**config.mk**
```make
export PLATFORM = sky130hd
export DESIGN_NAME = drive_sim_frame_parser
export DESIGN_NICKNAME = d
export VERILOG_FILES = /design/src/rtl/core/dsfp_pkg.sv /design/src/rtl/core/drive_sim_frame_parser.sv /design/src/rtl/core/dsfp_collect.sv /design/src/rtl/core/dsfp_update.sv
export SDC_FILE = /design/constraint.sdc
export NUM_CORES = 1
export LEC_CHECK = 0
export BUFFER_PORTS_ARGS = -buffer_cell sky130_fd_sc_hd__buf_2
export CORE_ASPECT_RATIO = 0.5
export CORE_MARGIN = 5
export CORE_UTILIZATION = 60
export DETAILED_ROUTE_END_ITERATION = 16
export PLACE_DENSITY = 0.87
export SLEW_MARGIN = 0
export SYNTH_ARGS = -nofsm -noshare
export SYNTH_HDL_FRONTEND = slang
export SYNTH_SLANG_ARGS = --single-unit
```
**constraint.sdc**
```tcl
create_clock -name clk -period 7.2 [get_ports clk]
set_input_delay 0.36 -clock clk [delete_from_list [all_inputs] [get_ports clk]]
set_output_delay 0.36 -clock clk [all_outputs]
set_load 0.05 [all_outputs]
```
**src/rtl/core/dsfp_pkg.sv**
```systemverilog
// shared types and constants of the drive simulator frame parser
`default_nettype none

package dsfp_pkg;

    localparam int unsigned CNT_W = 3;

    localparam logic [7:0]       START_BYTE  = 8'd2;
    localparam logic [CNT_W-1:0] TACHO_POS   = 3'd2;
    localparam logic [CNT_W-1:0] SPEED_POS   = 3'd3;
    localparam logic [15:0]      TACHO_SCALE = 16'd100;

    typedef struct packed {
        logic       valid;
        logic [7:0] rpm;
        logic [7:0] vel;
    } frame_evt_t;

endpackage

`default_nettype wire

```
**src/rtl/core/drive_sim_frame_parser.sv**
```systemverilog
// top level of the drive simulator frame parser
//
//  channel  | dir | word
//  s_axis   | in  | one received serial byte
//  m_axis   | out | tacho, speed and change flags of a good frame
//
// one byte per cycle while s_tready is high; a result passes from the checksum byte
// through the collector event register and then the output register
// rst_n clears the collector to idle and the stored values to minus one
// s_tready drops only while a result waits in the output register and a
// changed frame is queued behind it
`default_nettype none

module drive_sim_frame_parser
    import dsfp_pkg::*;
#(
    parameter int unsigned FRAME_BYTES = 7
)
(
    input  wire logic        clk,
    input  wire logic        rst_n,
    input  wire logic        s_tvalid,
    output logic             s_tready,
    input  wire logic [7:0]  s_tdata,   // [7:0] rx_byte
    output logic             m_tvalid,
    input  wire logic        m_tready,
    output logic [31:0]      m_tdata    // [15:0] tacho_value, [24:16] speed_value,
                                        // [25] tacho_changed, [26] speed_changed
);

    frame_evt_t         evt;
    logic               advance;
    logic               in_fire;
    logic signed [15:0] tacho_value;
    logic signed [8:0]  speed_value;
    logic               tacho_changed;
    logic               speed_changed;

    assign s_tready = advance;
    assign in_fire  = s_tvalid && advance;

    dsfp_collect #(
        .FRAME_BYTES (FRAME_BYTES)
    ) u_collect (
        .clk     (clk),
        .rst_n   (rst_n),
        .in_fire (in_fire),
        .rx_byte (s_tdata),
        .advance (advance),
        .evt     (evt)
    );

    dsfp_update u_update (
        .clk           (clk),
        .rst_n         (rst_n),
        .evt           (evt),
        .advance       (advance),
        .out_valid     (m_tvalid),
        .out_ready     (m_tready),
        .tacho_value   (tacho_value),
        .speed_value   (speed_value),
        .tacho_changed (tacho_changed),
        .speed_changed (speed_changed)
    );

    assign m_tdata = {5'd0, speed_changed, tacho_changed, speed_value, tacho_value};

endmodule

`default_nettype wire

```
**src/rtl/core/dsfp_collect.sv**
```systemverilog
// frame collector: start detect, byte count, running sum, checksum compare
`default_nettype none

module dsfp_collect
    import dsfp_pkg::*;
#(
    parameter int unsigned FRAME_BYTES = 7
)
(
    input  wire logic       clk,
    input  wire logic       rst_n,
    input  wire logic       in_fire,
    input  wire logic [7:0] rx_byte,
    input  wire logic       advance,
    output frame_evt_t      evt
);

    localparam logic [CNT_W-1:0] LAST_CNT = CNT_W'(FRAME_BYTES);

    logic [CNT_W-1:0] cnt_reg, cnt_next;
    logic [7:0]       sum_reg, sum_next;
    logic [7:0]       rpm_reg, rpm_next;
    logic [7:0]       vel_reg, vel_next;
    frame_evt_t       evt_reg, evt_next;

    always_comb
    begin
        cnt_next = cnt_reg;
        sum_next = sum_reg;
        rpm_next = rpm_reg;
        vel_next = vel_reg;
        evt_next = evt_reg;
        if (advance)
        begin
            evt_next.valid = 1'b0;
        end
        if (in_fire)
        begin
            if (cnt_reg == '0)
            begin
                if (rx_byte == START_BYTE)
                begin
                    sum_next = rx_byte;
                    cnt_next = CNT_W'(1);
                end
            end
            else if (cnt_reg < LAST_CNT)
            begin
                if (cnt_reg == TACHO_POS)
                begin
                    rpm_next = rx_byte;
                end
                if (cnt_reg == SPEED_POS)
                begin
                    vel_next = rx_byte;
                end
                sum_next = sum_reg + rx_byte;
                cnt_next = cnt_reg + CNT_W'(1);
            end
            else
            begin
                cnt_next = '0;
                sum_next = '0;
                evt_next.valid = (rx_byte == sum_reg);
                evt_next.rpm   = rpm_reg;
                evt_next.vel   = vel_reg;
            end
        end
    end

    always_ff @(posedge clk or negedge rst_n)
    begin
        if (!rst_n)
        begin
            cnt_reg <= '0;
            sum_reg <= '0;
            rpm_reg <= '0;
            vel_reg <= '0;
            evt_reg <= '0;
        end
        else
        begin
            cnt_reg <= cnt_next;
            sum_reg <= sum_next;
            rpm_reg <= rpm_next;
            vel_reg <= vel_next;
            evt_reg <= evt_next;
        end
    end

    assign evt = evt_reg;

endmodule

`default_nettype wire

```
**src/rtl/core/dsfp_update.sv**
```systemverilog
// value scaling, change detection against stored values, output register
`default_nettype none

module dsfp_update
    import dsfp_pkg::*;
(
    input  wire logic         clk,
    input  wire logic         rst_n,
    input  wire frame_evt_t   evt,
    output logic              advance,
    output logic              out_valid,
    input  wire logic         out_ready,
    output logic signed [15:0] tacho_value,
    output logic signed [8:0]  speed_value,
    output logic              tacho_changed,
    output logic              speed_changed
);

    logic [15:0] last_tacho_reg;
    logic [8:0]  last_speed_reg;
    logic        out_valid_reg;
    logic [15:0] tacho_reg;
    logic [8:0]  speed_reg;
    logic        tc_reg;
    logic        sc_reg;

    logic [15:0] tacho;
    logic [8:0]  speed;
    logic        tc;
    logic        sc;
    logic        emit;

    always_comb
    begin
        tacho   = ({8'd0, evt.rpm} * TACHO_SCALE) - TACHO_SCALE;
        speed   = {1'b0, evt.vel} - 9'd1;
        tc      = (tacho != last_tacho_reg);
        sc      = (speed != last_speed_reg);
        emit    = evt.valid && (tc || sc);
        advance = !emit || !out_valid_reg || out_ready;
    end

    always_ff @(posedge clk or negedge rst_n)
    begin
        if (!rst_n)
        begin
            last_tacho_reg <= '1;
            last_speed_reg <= '1;
            out_valid_reg  <= 1'b0;
        end
        else
        begin
            if (evt.valid && advance)
            begin
                last_tacho_reg <= tacho;
                last_speed_reg <= speed;
            end
            if (emit && advance)
            begin
                out_valid_reg <= 1'b1;
            end
            else if (out_ready)
            begin
                out_valid_reg <= 1'b0;
            end
        end
    end

    always_ff @(posedge clk)
    begin
        if (emit && advance)
        begin
            tacho_reg <= tacho;
            speed_reg <= speed;
            tc_reg    <= tc;
            sc_reg    <= sc;
        end
    end

    assign out_valid     = out_valid_reg;
    assign tacho_value   = $signed(tacho_reg);
    assign speed_value   = $signed(speed_reg);
    assign tacho_changed = tc_reg;
    assign speed_changed = sc_reg;

endmodule

`default_nettype wire

```
==> metrics <==
initial antenna violation count=0; Hold Slack=210 ps; Crit Path Max Fanout=5; Routed Wire Length=11.2 mm; largest net degree at the start of global routing=70; worst skew pair latency=350 ps; Area contributors post-synth=dfrtp_1 (20%), edfxtp_1 (13%), dfstp_2 (11%), ha_1 (9.6%), mux2_2 (5.1%); worst setup path category=flop to output port; most common cell in the netlist=dfrtp_1; DRC Markers=0; met1 usage=25.4%; first-pass GRT wire length=18.8 mm; GP Congestion=0.836; count of final max-slew check failures=0; total number of vias=3790; Fillers=637; Wirelength per Cell=17.1 um; number of setup buffers added after CTS=0; final setup violating endpoints=0; ANT cells=0; Critical Path End Type=output port; Core Rows=25; clk buf depth=2; die area=11700 um2; TritonCTS clock tree=done; Seq/Total Area, Yosys=43.7%; top_reg_cell synth=dfrtp_1; Post-synth EDFFs=25; Max Freq=192 MHz; RSZ-0062 raised after global routing=false; Port Buf Inserts=38; total grt overflow=0; Avg Inst Size Synth=11.8 um2; synth unique cells=70; worst hold path class=input port to async pin; share of layout cells above drive strength 1=26.7%; Core ar.=9380 um2; #FFs+latches synth=94; Slew HR=40.4%; Area Overhead vs Synth=9.67%; post-synth top area cell=dfrtp_1; worst-case clock skew=10.5 ps; Starting Density=61.1%; Nets=587; post-synth top area share=19.6%; H-tree depth reported by CTS=3; Worst EP arrival=4860 ps; GR Util met3=5.36%; ys async rst share=73.4%; Global Route Usage Sum=20.2%; Die X-Extent=148 um; Critical Path Source Type=flop; max cap viols=0; CTS Sinks=94; final hold vios=0; Resize count post-CTS=0; Post-Syn Area=5730 um2; initial DRC count=217; vias per cell=5.80; Antenna Nets Post-Route=0; Worst-Margin Slew=893 ps; most frequent cells after synthesis=dfrtp_1 (45), ha_1 (44), inv_1 (31), nand2_1 (31), xnor2_1 (28); root buffer cell=clkbuf_16; most used routing layer=met2; CTS Hold Bufs=0; depth of the worst register-to-register path=13; Clk pin slew, worst setup/hold paths=70 ps; Area after DPL=5980 um2; max FFs per register=17; minimum clock period after layout=5220 ps; DP HPWL=7.81 mm; design area=6290 um2; synthesized instance count=488; TNS Setup=0 ps; met2 global-route usage=34.7%; Crit path required time=6840 ps; yosys warns=0; crit share post-route=72.4%; total CTS buffers=9; DR pass1 iterations=4; Die Y=79.1 um; status=completed; vias in the first global route=3817; num ports=46
-- cell type report --
type	instances	area [um2]	area share (%)
clock buffers	9	225	3.58
clock inverters	7	78.8	1.25
well taps	121	151	2.41
multi-input cells	350	3000	47.7
repair buffers	41	213	3.38
inverters	31	116	1.85
flip-flops and latches	94	2510	39.9
-- layer usage --
layer	routed length, um	share of wire (%)	vias to the layer above
met5	0	0	-
met4	168	1.5	0
met3	421	3.8	19
met2	5500	49	92
met1	5070	45	1872
li1	-	-	1807
-- metrics by stage --
stage / setup slack, ps / instances / util (%)
6_report: 1980 / 653 / 67.0
5_1_grt: 1700 / 653 / 67.0
2_1_floorplan: 2000 / 494 / -
3_3_place_gp: 2190 / 637 / 63.8
3_5_place_dp: 2030 / 637 / 63.8
4_1_cts: 2000 / 653 / 67.0
-- critical path, stage by stage, from the launching register on --
cell and delay, ps:
dfrtp_1 440, ha_1 310, ha_1 320, fa_1 460, ha_1 390, xor2_2 250
a311oi_4 430, o21ai_2 150, a2111oi_4 460, xnor3_1 330, o221ai_1 120, or3_4 410
nand3_4 150, buf_2 280
-- cells in the final DEF, fill, tap and decap left out, types with 5 or more instances in the layout --
cell type	instances
inv_1	31
a22oi_1	5
o21ai_0	26
dfrtp_1	45
nand2_1	31
xnor3_1	5
a31oi_1	5
xor2_1	15
xnor2_1	28
nand2b_1	5
mux2_2	26
ha_1	44
nor3_1	12
edfxtp_1	25
dfstp_2	24
clkbuf_16	9
conb_1	7
nand3_1	14
buf_2	38
nor2_1	20
a21oi_1	19
mux2_4	15
-- logic make-up (layout without fill, tap and decap cells) --
| family | count (synthesis) | after routing | share of synthesized area, % |
|---|---|---|---|
| AOI/OAI and AO/OA | 86 | 86 | 10.8 |
| xor gates and xnor gates | 52 | 52 | 10.1 |
| adders and majority gates | 48 | 48 | 11.0 |
| buffers and inverters | 50 | 88 | 4.45 |
| DFF | 94 | 94 | 43.7 |
| muxes | 41 | 41 | 9.03 |
| other | 1 | 7 | 0.0654 |
| and+or+nand+nor | 116 | 116 | 10.8 |
-- worst paths after layout --
path,slack (ps),to,start
max,1980,s_tready,u_collect.evt[11]
min,210,u_collect.sum_reg[7],rst_n
max reg2reg,2010,u_collect.evt[4],u_collect.evt[11]
min reg2reg,500,u_collect.evt[14],u_collect.rpm_reg[6]
max in group asynchronous,6400,u_collect.evt[8],rst_n
min in group clk,290,u_collect.cnt_reg[0],s_tvalid
Power is left out: the tool's default activity adds up to more than one toggle a clock period on the data nets, which glitch-free logic cannot reach.
